**src/sv/ctcr_pkg.sv**
```systemverilog
`timescale 1ns / 1ps
`default_nettype none
// ---------------------------------------------------------------------------
// ctcr_pkg
// Shared sizes, widths, control types and states of the causal convolution core.
// ---------------------------------------------------------------------------
package ctcr_pkg;

	// layer geometry
	localparam int IN_CH  = 10;
	localparam int OUT_CH = 4;
	localparam int TAPS   = 3;

	localparam int HIST_SIZE   = TAPS * IN_CH;
	localparam int WEIGHT_SIZE = TAPS * OUT_CH * IN_CH;

	// address and counter widths
	localparam int HA_W = (HIST_SIZE > 1) ? $clog2(HIST_SIZE) : 1;
	localparam int WA_W = (WEIGHT_SIZE > 1) ? $clog2(WEIGHT_SIZE) : 1;
	localparam int IC_W = $clog2(IN_CH + 1);
	localparam int OC_W = $clog2(OUT_CH + 1);
	localparam int TK_W = $clog2(TAPS + 1);

	// data widths
	localparam int DATA_W = 16;
	localparam int PROD_W = 2 * DATA_W;
	localparam int ACC_W  = PROD_W + $clog2(HIST_SIZE + 1);
	localparam int ACT_W  = 15;
	localparam int FRAC_W = 12;

	// opcodes of an input transaction
	localparam logic OP_LOAD   = 1'b0;
	localparam logic OP_SAMPLE = 1'b1;

	// sequencer states
	typedef enum logic [1:0] {
		ST_IDLE,
		ST_ISSUE,
		ST_WAIT,
		ST_PUT
	} state_t;

	// control that travels with one operand pair through the mac
	typedef struct packed {
		logic vld;
		logic first;
		logic last;
	} mac_ctl_t;

endpackage
`default_nettype wire

```
**src/sv/ctcr_if.sv**
```systemverilog
`timescale 1ns / 1ps
`default_nettype none
// ---------------------------------------------------------------------------
// ctcr channel interfaces
// Valid/ready channels for input items and for activation results.
// ---------------------------------------------------------------------------
interface ctcr_in_if;
	logic                     valid;
	logic                     ready;
	logic                     opcode;
	logic [6:0]               index;
	logic signed [15:0]       value;

	modport source (output valid, opcode, index, value, input ready);
	modport sink   (input valid, opcode, index, value, output ready);
endinterface

interface ctcr_out_if;
	logic        valid;
	logic        ready;
	logic [1:0]  out_channel;
	logic [14:0] activation;
	logic        last_result;

	modport source (output valid, out_channel, activation, last_result, input ready);
	modport sink   (input valid, out_channel, activation, last_result, output ready);
endinterface
`default_nettype wire

```
**src/sv/ctcr_ram.sv**
```systemverilog
`timescale 1ns / 1ps
`default_nettype none
// ---------------------------------------------------------------------------
// ctcr_ram
// Simple dual-port RAM, one write port and one registered read port.
// ---------------------------------------------------------------------------
module ctcr_ram #(
	parameter int DEPTH = 16,
	parameter int WIDTH = 16,
	parameter int AW    = (DEPTH > 1) ? $clog2(DEPTH) : 1
) (
	input  wire logic             clk,
	input  wire logic             we,
	input  wire logic [AW-1:0]    waddr,
	input  wire logic [WIDTH-1:0] wdata,
	input  wire logic [AW-1:0]    raddr,
	output logic      [WIDTH-1:0] rdata
);

	logic [WIDTH-1:0] mem [DEPTH];

	// write port
	always_ff @(posedge clk) begin
		if (we) begin
			mem[waddr] <= wdata;
		end
	end

	// registered read port
	always_ff @(posedge clk) begin
		rdata <= mem[raddr];
	end

endmodule
`default_nettype wire

```
**src/sv/ctcr_mac.sv**
```systemverilog
`timescale 1ns / 1ps
`default_nettype none
// ---------------------------------------------------------------------------
// ctcr_mac
// Shared multiply-accumulate unit: registered product, then accumulate.
// ---------------------------------------------------------------------------
module ctcr_mac (
	input  wire logic                                 clk,
	input  wire logic                                 arst_n,
	input  wire ctcr_pkg::mac_ctl_t                   ctl,
	input  wire logic signed [ctcr_pkg::DATA_W-1:0]   w,
	input  wire logic signed [ctcr_pkg::DATA_W-1:0]   x,
	output logic signed      [ctcr_pkg::ACC_W-1:0]    acc,
	output logic                                      done
);

	ctcr_pkg::mac_ctl_t                   ctl_s2;
	logic signed [ctcr_pkg::PROD_W-1:0]   prod_s2;
	logic signed [ctcr_pkg::ACC_W-1:0]    acc_q;
	logic                                 done_q;

	// product stage payload
	always_ff @(posedge clk) begin
		prod_s2 <= w * x;
	end

	// product stage control
	always_ff @(posedge clk or negedge arst_n) begin
		if (!arst_n) begin
			ctl_s2 <= '0;
		end else begin
			ctl_s2 <= ctl;
		end
	end

	// accumulator, restarted on the first pair of a sum
	always_ff @(posedge clk) begin
		if (ctl_s2.vld) begin
			if (ctl_s2.first) begin
				acc_q <= ctcr_pkg::ACC_W'(prod_s2);
			end else begin
				acc_q <= acc_q + ctcr_pkg::ACC_W'(prod_s2);
			end
		end
	end

	// sum complete after the last pair
	always_ff @(posedge clk or negedge arst_n) begin
		if (!arst_n) begin
			done_q <= 1'b0;
		end else begin
			done_q <= ctl_s2.vld & ctl_s2.last;
		end
	end

	assign acc  = acc_q;
	assign done = done_q;

endmodule
`default_nettype wire

```
**src/sv/causal_temporal_conv_relu_core.sv**
```systemverilog
`timescale 1ns / 1ps
`default_nettype none
// ---------------------------------------------------------------------------
// causal_temporal_conv_relu_core
// Causal 1-D convolution with ReLU over a ring of recent input vectors.
// ---------------------------------------------------------------------------
// A weight load, an out-of-range item and a sample for any channel but the
// last are accepted in the idle state. The sample for the last input channel
// commits the vector and starts the convolution: one multiply-accumulate unit
// walks all TAPS*IN_CH weight/history pairs of each output channel, so a
// commit keeps the input not ready until the last result enters the output
// register, longer if results are not taken. Weights and history sit in RAMs
// with registered reads; history reads as zero until written. Results come
// out in output-channel order, the last one flagged.
// ---------------------------------------------------------------------------
module causal_temporal_conv_relu_core (
	input  wire logic     clk,
	input  wire logic     arst_n,
	ctcr_in_if.sink       req,
	ctcr_out_if.source    rsp
);

	localparam int HA_W = ctcr_pkg::HA_W;
	localparam int WA_W = ctcr_pkg::WA_W;
	localparam int IC_W = ctcr_pkg::IC_W;
	localparam int OC_W = ctcr_pkg::OC_W;
	localparam int TK_W = ctcr_pkg::TK_W;
	localparam int HIST_VLD_N = ctcr_pkg::HIST_SIZE;

	ctcr_pkg::state_t state_q, state_d;

	logic [IC_W-1:0] i_q;
	logic [TK_W-1:0] k_q;
	logic [OC_W-1:0] o_q;
	logic [HA_W-1:0] ring_base_q;
	logic [HA_W-1:0] hist_base_q;
	logic [WA_W-1:0] w_base_q;
	logic [WA_W-1:0] wo_base_q;

	logic req_fire;
	logic load_ok;
	logic sample_ok;
	logic commit;
	logic last_i;
	logic last_k;
	logic last_o;
	logic issue;
	logic put;

	logic [HA_W-1:0] hist_waddr;
	logic [HA_W-1:0] hist_raddr;
	logic [WA_W-1:0] w_waddr;
	logic [WA_W-1:0] w_raddr;
	logic [ctcr_pkg::DATA_W-1:0] hist_rdata;
	logic [ctcr_pkg::DATA_W-1:0] w_rdata;
	logic [HIST_VLD_N-1:0] hist_vld_q;

	ctcr_pkg::mac_ctl_t ctl_s0, ctl_s1;
	logic hvld_s1;
	logic signed [ctcr_pkg::DATA_W-1:0] x_s1;
	logic signed [ctcr_pkg::ACC_W-1:0] acc;
	logic signed [ctcr_pkg::ACC_W-1:0] acc_sh;
	logic mac_done;
	logic [ctcr_pkg::ACT_W-1:0] act;

	logic [ctcr_pkg::ACT_W-1:0] res_q;
	logic                       out_valid_q;
	logic [1:0]                 out_ch_q;
	logic [ctcr_pkg::ACT_W-1:0] out_act_q;
	logic                       out_last_q;

	// input transaction decode
	assign req_fire  = req.valid & req.ready;
	assign load_ok   = req_fire && (req.opcode == ctcr_pkg::OP_LOAD) &&
		(int'(req.index) < ctcr_pkg::WEIGHT_SIZE);
	assign sample_ok = req_fire && (req.opcode == ctcr_pkg::OP_SAMPLE) &&
		(int'(req.index) < ctcr_pkg::IN_CH);
	assign commit    = sample_ok && (int'(req.index) == ctcr_pkg::IN_CH - 1);

	// sequencer position flags
	assign last_i = (i_q == IC_W'(ctcr_pkg::IN_CH - 1));
	assign last_k = (k_q == TK_W'(ctcr_pkg::TAPS - 1));
	assign last_o = (o_q == OC_W'(ctcr_pkg::OUT_CH - 1));

	// state register
	always_ff @(posedge clk or negedge arst_n) begin
		if (!arst_n) begin
			state_q <= ctcr_pkg::ST_IDLE;
		end else begin
			state_q <= state_d;
		end
	end

	// next state and sequencer outputs
	always_comb begin
		state_d   = state_q;
		req.ready = 1'b0;
		issue     = 1'b0;
		put       = 1'b0;
		unique case (state_q)
			ctcr_pkg::ST_IDLE: begin
				req.ready = 1'b1;
				if (commit) begin
					state_d = ctcr_pkg::ST_ISSUE;
				end
			end
			ctcr_pkg::ST_ISSUE: begin
				issue = 1'b1;
				if (last_i && last_k) begin
					state_d = ctcr_pkg::ST_WAIT;
				end
			end
			ctcr_pkg::ST_WAIT: begin
				if (mac_done) begin
					state_d = ctcr_pkg::ST_PUT;
				end
			end
			ctcr_pkg::ST_PUT: begin
				if (!out_valid_q || rsp.ready) begin
					put     = 1'b1;
					state_d = last_o ? ctcr_pkg::ST_IDLE : ctcr_pkg::ST_ISSUE;
				end
			end
			default: begin
				state_d = ctcr_pkg::ST_IDLE;
			end
		endcase
	end

	// tap, channel and base address counters
	always_ff @(posedge clk or negedge arst_n) begin
		if (!arst_n) begin
			i_q         <= '0;
			k_q         <= '0;
			o_q         <= '0;
			ring_base_q <= '0;
			hist_base_q <= '0;
			w_base_q    <= '0;
			wo_base_q   <= '0;
		end else begin
			if (commit) begin
				i_q         <= '0;
				k_q         <= '0;
				o_q         <= '0;
				hist_base_q <= ring_base_q;
				w_base_q    <= '0;
				wo_base_q   <= '0;
			end
			if (issue) begin
				if (last_i) begin
					i_q      <= '0;
					k_q      <= k_q + TK_W'(1);
					w_base_q <= w_base_q + WA_W'(ctcr_pkg::OUT_CH * ctcr_pkg::IN_CH);
					// older vectors sit one slot back, wrapping around the ring
					if (hist_base_q == '0) begin
						hist_base_q <= HA_W'((ctcr_pkg::TAPS - 1) * ctcr_pkg::IN_CH);
					end else begin
						hist_base_q <= hist_base_q - HA_W'(ctcr_pkg::IN_CH);
					end
				end else begin
					i_q <= i_q + IC_W'(1);
				end
			end
			if (put) begin
				i_q         <= '0;
				k_q         <= '0;
				o_q         <= o_q + OC_W'(1);
				hist_base_q <= ring_base_q;
				w_base_q    <= wo_base_q + WA_W'(ctcr_pkg::IN_CH);
				wo_base_q   <= wo_base_q + WA_W'(ctcr_pkg::IN_CH);
				// the ring advances once all channels are out
				if (last_o) begin
					if (int'(ring_base_q) == ctcr_pkg::HIST_SIZE - ctcr_pkg::IN_CH) begin
						ring_base_q <= '0;
					end else begin
						ring_base_q <= ring_base_q + HA_W'(ctcr_pkg::IN_CH);
					end
				end
			end
		end
	end

	// memory addresses
	assign hist_waddr = HA_W'(ring_base_q + HA_W'(req.index));
	assign hist_raddr = HA_W'(hist_base_q + HA_W'(i_q));
	assign w_waddr    = WA_W'(req.index);
	assign w_raddr    = WA_W'(w_base_q + WA_W'(i_q));

	ctcr_ram #(
		.DEPTH (ctcr_pkg::WEIGHT_SIZE),
		.WIDTH (ctcr_pkg::DATA_W)
	) u_weight_ram (
		.clk   (clk),
		.we    (load_ok),
		.waddr (w_waddr),
		.wdata (req.value),
		.raddr (w_raddr),
		.rdata (w_rdata)
	);

	ctcr_ram #(
		.DEPTH (ctcr_pkg::HIST_SIZE),
		.WIDTH (ctcr_pkg::DATA_W)
	) u_hist_ram (
		.clk   (clk),
		.we    (sample_ok),
		.waddr (hist_waddr),
		.wdata (req.value),
		.raddr (hist_raddr),
		.rdata (hist_rdata)
	);

	// history entries read as zero until first written
	always_ff @(posedge clk or negedge arst_n) begin
		if (!arst_n) begin
			hist_vld_q <= '0;
			hvld_s1    <= 1'b0;
		end else begin
			if (sample_ok) begin
				hist_vld_q[hist_waddr] <= 1'b1;
			end
			hvld_s1 <= hist_vld_q[hist_raddr];
		end
	end

	// control aligned with the registered memory reads
	assign ctl_s0.vld   = issue;
	assign ctl_s0.first = issue && (i_q == '0) && (k_q == '0);
	assign ctl_s0.last  = issue && last_i && last_k;

	always_ff @(posedge clk or negedge arst_n) begin
		if (!arst_n) begin
			ctl_s1 <= '0;
		end else begin
			ctl_s1 <= ctl_s0;
		end
	end

	assign x_s1 = hvld_s1 ? $signed(hist_rdata) : '0;

	ctcr_mac u_mac (
		.clk    (clk),
		.arst_n (arst_n),
		.ctl    (ctl_s1),
		.w      ($signed(w_rdata)),
		.x      (x_s1),
		.acc    (acc),
		.done   (mac_done)
	);

	// relu, drop fraction bits, saturate at the top
	assign acc_sh = acc >>> ctcr_pkg::FRAC_W;
	always_comb begin
		if (acc <= 0) begin
			act = '0;
		end else if (|acc_sh[ctcr_pkg::ACC_W-1:ctcr_pkg::ACT_W]) begin
			act = '1;
		end else begin
			act = acc_sh[ctcr_pkg::ACT_W-1:0];
		end
	end

	// hold the finished activation until the output register frees up
	always_ff @(posedge clk) begin
		if (mac_done) begin
			res_q <= act;
		end
	end

	// output register
	always_ff @(posedge clk or negedge arst_n) begin
		if (!arst_n) begin
			out_valid_q <= 1'b0;
		end else if (put) begin
			out_valid_q <= 1'b1;
		end else if (rsp.ready) begin
			out_valid_q <= 1'b0;
		end
	end

	always_ff @(posedge clk) begin
		if (put) begin
			out_ch_q   <= 2'(o_q);
			out_act_q  <= res_q;
			out_last_q <= last_o;
		end
	end

	assign rsp.valid       = out_valid_q;
	assign rsp.out_channel = out_ch_q;
	assign rsp.activation  = out_act_q;
	assign rsp.last_result = out_last_q;

	// checks
	a_done_in_wait: assert property (@(posedge clk) disable iff (!arst_n)
		mac_done |-> state_q == ctcr_pkg::ST_WAIT)
		else $error("sum finished outside wait state");

	a_ready_idle: assert property (@(posedge clk) disable iff (!arst_n)
		req.ready |-> !out_valid_q || state_q == ctcr_pkg::ST_IDLE)
		else $error("input ready while sequencer busy");

	a_ring_range: assert property (@(posedge clk) disable iff (!arst_n)
		int'(ring_base_q) <= ctcr_pkg::HIST_SIZE - ctcr_pkg::IN_CH)
		else $error("ring base out of range");

	a_put_then_issue: assert property (@(posedge clk) disable iff (!arst_n)
		put && !last_o |=> state_q == ctcr_pkg::ST_ISSUE && i_q == '0 && k_q == '0)
		else $error("next output channel did not restart at tap zero");

	a_last_idle: assert property (@(posedge clk) disable iff (!arst_n)
		put && last_o |=> state_q == ctcr_pkg::ST_IDLE && out_valid_q && out_last_q)
		else $error("final result not flagged");

endmodule
`default_nettype wire

```
**src/flat_wrapper.sv**
```systemverilog
// flat-port wrapper written by rule: the top's interface ports become plain ports
module causal_temporal_conv_relu_core_flat 
  (clk, arst_n, req_valid, req_opcode, req_index, req_value, req_ready, rsp_valid, rsp_out_channel, rsp_activation, rsp_last_result, rsp_ready);
  ctcr_in_if req_i ();
  ctcr_out_if rsp_i ();
  input  wire logic clk;
  input  wire logic arst_n;
  input wire logic [$bits(req_i.valid)-1:0] req_valid;
  input wire logic [$bits(req_i.opcode)-1:0] req_opcode;
  input wire logic [$bits(req_i.index)-1:0] req_index;
  input wire logic [$bits(req_i.value)-1:0] req_value;
  output wire logic [$bits(req_i.ready)-1:0] req_ready;
  output wire logic [$bits(rsp_i.valid)-1:0] rsp_valid;
  output wire logic [$bits(rsp_i.out_channel)-1:0] rsp_out_channel;
  output wire logic [$bits(rsp_i.activation)-1:0] rsp_activation;
  output wire logic [$bits(rsp_i.last_result)-1:0] rsp_last_result;
  input wire logic [$bits(rsp_i.ready)-1:0] rsp_ready;
  assign req_i.valid = req_valid;
  assign req_i.opcode = req_opcode;
  assign req_i.index = req_index;
  assign req_i.value = req_value;
  assign req_ready = req_i.ready;
  assign rsp_valid = rsp_i.valid;
  assign rsp_out_channel = rsp_i.out_channel;
  assign rsp_activation = rsp_i.activation;
  assign rsp_last_result = rsp_i.last_result;
  assign rsp_i.ready = rsp_ready;
  causal_temporal_conv_relu_core u_core (.clk(clk), .arst_n(arst_n), .req(req_i), .rsp(rsp_i));
endmodule
```
**config.mk**
```make
export PLATFORM = sky130hd
export DESIGN_NAME = causal_temporal_conv_relu_core_flat
export DESIGN_NICKNAME = d
export VERILOG_FILES = /design/src/sv/ctcr_pkg.sv /design/src/sv/ctcr_if.sv /design/src/sv/ctcr_ram.sv /design/src/sv/ctcr_mac.sv /design/src/sv/causal_temporal_conv_relu_core.sv /design/src/flat_wrapper.sv
export SDC_FILE = /design/constraint.sdc
export NUM_CORES = 2
export LEC_CHECK = 0
export ABC_AREA = 1
export ABC_CLOCK_PERIOD_IN_PS = 11100
export BUFFER_PORTS_ARGS = -buffer_cell sky130_fd_sc_hd__buf_2
export CORE_ASPECT_RATIO = 1.75
export CORE_UTILIZATION = 47
export CTS_CLUSTER_DIAMETER = 200
export DETAILED_ROUTE_END_ITERATION = 10
export HOLD_SLACK_MARGIN = 0.06
export PLACE_DENSITY = 0.65
export SYNTH_ARGS = -nofsm -noshare
export SYNTH_HDL_FRONTEND = slang
export SYNTH_SLANG_ARGS = --single-unit
export TNS_END_PERCENT = 20
```
**constraint.sdc**
```tcl
create_clock -name clk -period 11.1 [get_ports clk]
set_input_delay 0 -clock clk [delete_from_list [all_inputs] [get_ports clk]]
set_output_delay 0 -clock clk [all_outputs]
set_load 0.1 [all_outputs]
```
# Word level (Yosys, flattened, before mapping)
# Memories as Yosys holds them, arrays and structs flattened. A register that Yosys moved wholly into a read port is not among the register bits.
# Cells that the tools add are included.
[op_classes]
n_addsub = 11
n_mul = 1
n_lt_le_gt_ge = 6
n_eq_ne = 12
muxes = 45
bitwise = 4
reduce_logical = 23
[op_table]
columns = ["operator", "count"]
rows = [
  ["two-way mux 7 bit", 6],
  ["adder 37 x 32 -> 37 bit", 1],
  ["less-or-equal comparator 37 x 1 -> 1 bit (second input constant)", 1],
  ["two-way mux 37 bit", 1],
  ["multiplier 16 x 16 -> 32 bit", 1],
  ["two-way mux 5 bit", 6],
  ["bitwise OR 30 bit", 1],
  ["two-way mux 16 bit", 1],
  ["two-way mux 2 bit", 8],
  ["two-way mux 4 bit", 4],
  ["two-way mux 15 bit", 1],
  ["two-way mux 1 bit", 13],
  ["< comparator 5 x 6 -> 1 bit (second input constant)", 2],
  ["logical AND 1 bit", 11],
  ["OR reduction 10 bit", 1],
  ["case mux 2 bit (4 select lines)", 1],
  ["adder 7 x 4 -> 7 bit", 1],
  ["adder 7 x 4 -> 7 bit (second input constant)", 1],
  ["adder 7 x 6 -> 7 bit (second input constant)", 1],
  ["equality test 7 x 5 -> 1 bit (second input constant)", 1],
  ["< comparator 7 x 4 -> 1 bit (second input constant)", 1],
  ["< comparator 7 bit (second input constant)", 1],
  ["equality test 2 bit (second input constant)", 3],
  ["two-way mux 3 bit", 2],
  ["other kinds (27)", 32],
]
[word_totals]
regBits = 176
ramBits = 2400
out_inout_bits = 20
memories = 2
[memory_table]
columns = ["memory", "depth", "word_bits", "read_ports", "rd_ports_with_merged_regs", "write_ports", "line_no", "source"]
rows = [
  ["u_core.u_weight_ram.mem", 120, 16, 1, 1, 1, "ctcr_ram.sv:20", "logic [WIDTH-1:0] mem [DEPTH];"],
  ["u_core.u_hist_ram.mem", 30, 16, 1, 1, 1, "ctcr_ram.sv:20", ""],
]

# Longest topological paths before layout
[depth]
word_depth = 10
mapped_depth = 27
mapped_depth_nobuf = 24

# Cells and area by module
# Synthesis repeated with hierarchy kept, for this count alone.
[unflattened]
hier_cells = 11040
hier_area_um2 = 119560.9
[modules_own_cells]
columns = ["module", "n_inst", "cells_per_inst", "area_per_inst_um2", "seq_area_each_um2"]
rows = [
  ["ctcr_ram at u_core.u_weight_ram", 1, 6636, 78784.3, 57975.6],
  ["ctcr_ram at u_core.u_hist_ram", 1, 1693, 19946.6, 14734.1],
  ["ctcr_mac", 1, 2108, 15610.0, 1851.8],
  ["causal_temporal_conv_relu_core", 1, 603, 5220.0, 2692.6],
]

# Worst setup path after synthesis
# OpenSTA, ideal clock, no wires.
[synth_path]
path_kind = "register to register"
from = "register u_core.hvld_s1"
to = "register u_core.u_mac.prod_s2[31] in the netlist's numbering"
setup_time_ns = 0.116
arrival_ns = 5.866
path_slack_ns = 5.118
stages_incl_launch_ff = 22
synth_period_minus_slack_ns = 5.982
cell_sequence = "dfrtp_1 > clkbuf_1 > clkbuf_1 > nand2_1 > nor2_1 > fa_1 > fa_1 > fa_1 > fa_1 > inv_1 > fa_1 > fa_1 > inv_1 > ha_1 > inv_1 > nor3_1 > nand2_1 > or2_2 > nand2_1 > nor2_1 > nand3_1 > nand2_1"
[synth_via]
elab_chain_len = 2
[synth_lines]
columns = ["element", "line_no", "source"]
rows = [
  ["start: declaration", "causal_temporal_conv_relu_core.sv:59", "logic hvld_s1;"],
  ["start signal: assignment", "causal_temporal_conv_relu_core.sv:222", "hvld_s1 <= hist_vld_q[hist_raddr];"],
  ["two-way mux 16 bit", "causal_temporal_conv_relu_core.sv:239", "assign x_s1 = hvld_s1 ? $signed(hist_rdata) : '0;"],
  ["multiplier 16 x 16 -> 32 bit", "ctcr_mac.sv:24", "prod_s2 <= w * x;"],
  ["end signal: assignment", "ctcr_mac.sv:24", ""],
  ["end: declaration", "ctcr_mac.sv:18", "logic signed [ctcr_pkg::PROD_W-1:0] prod_s2;"],
]
# Every way passes these cells.
# A chain may end at the register's enable or synchronous reset.

# Worst setup path in the final report
# Same ends and word-level chain as after synthesis.

==> summary.md <==
| Metric | Value |
|---|---|
| Run status | `complete, no violations` |
| FP Rows | `242` |
| CTS tree | `yes` |
| Final WL | `359,000 um` |
| Ports | `48` |
| First-pass GRT wire length | `522,000 um` |
| Clock Pin Slew Worst Setup and Hold Paths | `70 ps` |
| Largest net degree at the start of global routing | `218` |
| Layout cells sized above 1 | `6.12%` |
| Initial Utilization | `47.3%` |
| Initial antenna violation count | `9` |
| Post-synthesis async set-or-reset flop share | `2.76%` |
| Hold Vio Cnt, Final | `0` |
| Remaining Overflow, GRT | `0` |
| 1st-iter DRT viols | `8,104` |
| # H-tree levels | `4` |
| Filler cells | `21,300` |
| Vias per inst | `5.65` |
| GRT Overall Usage | `28.0%` |
| CP Class | `flip-flop to flip-flop` |
| Seq/Total Area, Yosys | `65.7%` |
| Clock Tree Buf Depth | `4` |
| Yosys reg bits | `2,606` |
| Synth area leaders | `edfxtp_1 (63%), nand2_1 (7.7%), nor2_1 (6.1%)` |
| Num CTS Buffers | `231` |
| Startpoint Class | `flip-flop` |
| Antenna-violating nets left | `0` |
| Clock Skews | `77.9 ps` |
| Crit path max fanout | `16` |
| Area grow syn2layout | `10.0%` |
| Post-CTS sizing | `0` |
| Most frequent cells in the layout | `edfxtp_1 (2,470), nand2_1 (2,404), nor2_1 (1,889), o21ai_0 (980), nand3_1 (866)` |
| DRC Markers | `0` |
| Yosys top cell area share | `63.1%` |
| Die width | `380 um` |
| Core area | `0.249 sq mm` |
| Net Count, Synth | `11,300` |
| Die area | `0.252 sq mm` |
| Chip Height | `664 um` |
| Netlist Area Pre-Place | `0.118 sq mm` |
| Syn Inst Count | `10,900` |
| Pin slew with the least headroom to its limit | `1360 ps` |
| WL/cell | `25.1 um` |
| Clock Latency Late Sink | `920 ps` |
| Synth Warn # | `0` |
| Most area-hungry cell type in the Yosys netlist | `edfxtp_1` |
| CTS sink cnt | `2,606` |
| Gpl congestion | `0.956` |
| Number of enable flip-flop cells after synthesis | `2,470` |
| Port buffer count | `47` |
| Top_reg_cell synth | `edfxtp_1` |
| Max transition margin | `9.51%` |
| Vias in the first global route | `79,900` |
| Via count | `80,900` |
| Fmax | `145 MHz` |
| Hold crit path type | `input port to flip-flop` |
| Setup-failing EPs final | `0` |
| Syn avg cell area | `10.8 sq um` |
| RSZ-0062 raised after global routing | `no` |
| Post-DP HPWL | `225,000 um` |
| Crit path DAT | `7660 ps` |
| CP Data Required Time | `11,870 ps` |
| Kind of end point of the critical path | `flip-flop` |
| Setup TNS Final | `0 ps` |
| Layout Nets | `11,300` |
| 1st-pass router iterations | `6` |
| Final Max Tran Viols | `0` |
| Root Buffer | `clkbuf_16` |
| MaxCap Viol Count | `0` |
| Distinct cells, synth | `43` |
| Commonest non-fill, non-tap cell in the layout | `edfxtp_1` |
| Part of the cycle the worst path needs | `62.1%` |
| Min cycle time layout | `6890 ps` |
[state kept, by name (all words and copies together) (netlist names), 2 cells and up]
register and flops:
u_core.wo_base_q 6, u_core.rsp.activation 15, u_core.hist_base_q 5, u_core.state_q 2, u_core.u_mac.prod_s2 32, u_core.res_q 15
u_core.u_weight_ram.rdata 16, u_core.w_base_q 7, u_core.o_q 3, u_core.u_mac.acc 37, u_core.u_weight_ram.mem 1920, u_core.u_hist_ram.mem 480
u_core.ctl_s1 3, u_core.u_mac.ctl_s2 3, u_core.k_q 2, u_core.rsp.out_channel 2, u_core.ring_base_q 4, u_core.hist_vld_q 30
u_core.u_hist_ram.rdata 16, u_core.i_q 4
[kinds of logic after synthesis]
logic type,after synthesis,share of synthesized area [%]
XOR/XNOR,55,0.416
buffers and inverters,1192,3.95
AO/OA/AOI/OAI,1315,5.86
multiplexers,1,0.00851
flip-flops,2606,65.7
adder cells (fa/ha/maj),409,6.04
AND/OR/NAND/NOR,5291,18.0
[synth_stat cells, types with 2 or more instances]
master and count:
nor3_1 19, nand2_1 2406, o311ai_0 2, buf_2 134
nor4_1 7, nand3_1 866, dfxtp_1 64, clkbuf_1 391
o21ai_1 22, a21o_1 5, xor2_1 35, nand3b_1 7
nand4_1 35, buf_1 48, clkinv_1 5, a31oi_1 5
dfrtp_1 72, a21boi_0 3, or2_2 29, o21ai_0 980
o211ai_1 31, xnor2_1 19, fa_1 265, o22ai_1 120
o31ai_1 2, inv_2 4, a21oi_1 129, nor2_1 1918
inv_1 608, o21bai_1 13, edfxtp_1 2470, ha_1 144
[layer usage]
layer  vias to the layer above  part of all wire (%)  GRT usage [%]
met5                         -                0.0042              0
met4                         2                   9.1           22.2
met3                       955                   5.7           2.98
met2                      3220                    52           50.1
met1                     39900                    33           29.9
li1                      36800                     -              -
[timing repair]
action,4_1_cts,5_1_grt
setup buffers,0,0
hold endpoints to repair,1551,0
hold buffers,28,0
[final timing paths]
path	from	to	slack, ps	depth (start not counted)
min	req_index[1]	u_core.hist_vld_q[29]$_DFFE_PN0P_	140	5
max	u_core.hvld_s1$_DFF_PN0_	u_core.u_mac.prod_s2[31]$_DFF_P_	4210	19
max reg2reg	u_core.hvld_s1$_DFF_PN0_	u_core.u_mac.prod_s2[31]$_DFF_P_	4210	19
min in group asynchronous	arst_n	u_core.hist_vld_q[29]$_DFFE_PN0P_	380	4
min reg2reg	u_core.ctl_s1[1]$_DFF_PN0_	u_core.u_mac.ctl_s2[1]$_DFF_PN0_	350	0
max in group asynchronous	arst_n	u_core.wo_base_q[4]$_DFFE_PN0P_	9960	4
[cell type report]
class | count | area [sq um] | area share [%]
Sequential cell | 2606 | 77300 | 59.7
Multi-Input combinational cell | 7071 | 35900 | 27.7
Clock buffer | 281 | 6040 | 4.67
Tap cell | 3294 | 4120 | 3.19
Timing Repair Buffer | 302 | 2480 | 1.92
Inverter | 617 | 2340 | 1.81
Clock inverter | 137 | 1200 | 0.925
Antenna cell | 8 | 20.0 | 0.0155
[critical path: stages (launching register included)]
cell     delay (ps)
dfrtp_1         620
nand2_1         360
nor2_1          340
fa_1            700
fa_1            960
fa_1            600
fa_1            530
inv_1            70
fa_1            490
inv_1            60
fa_1            440
ha_1            400
inv_1           110
nor3_1          350
nand2_1         140
or2_2           320
nand2_1          80
nor2_1           50
nand3_1          70
nand2_1          60
[stage by stage]
step	instances	hold WS (ps)	setup slack, ps	util [%]	cell area [sq um]
final	14300	140	4210	52.0	129000
after global routing	14300	122	3820	52.0	129000
after CTS	14300	61.7	4170	52.0	129000
after detailed placement	13900	-14.9	4180	49.0	122000
after global placement	13900	-18.6	4170	49.0	122000
after floorplan	10900	-296	5120	-	118000
Power is left out: the tool's default activity adds up to more than one toggle a clock period on the data nets, which glitch-free logic cannot reach.
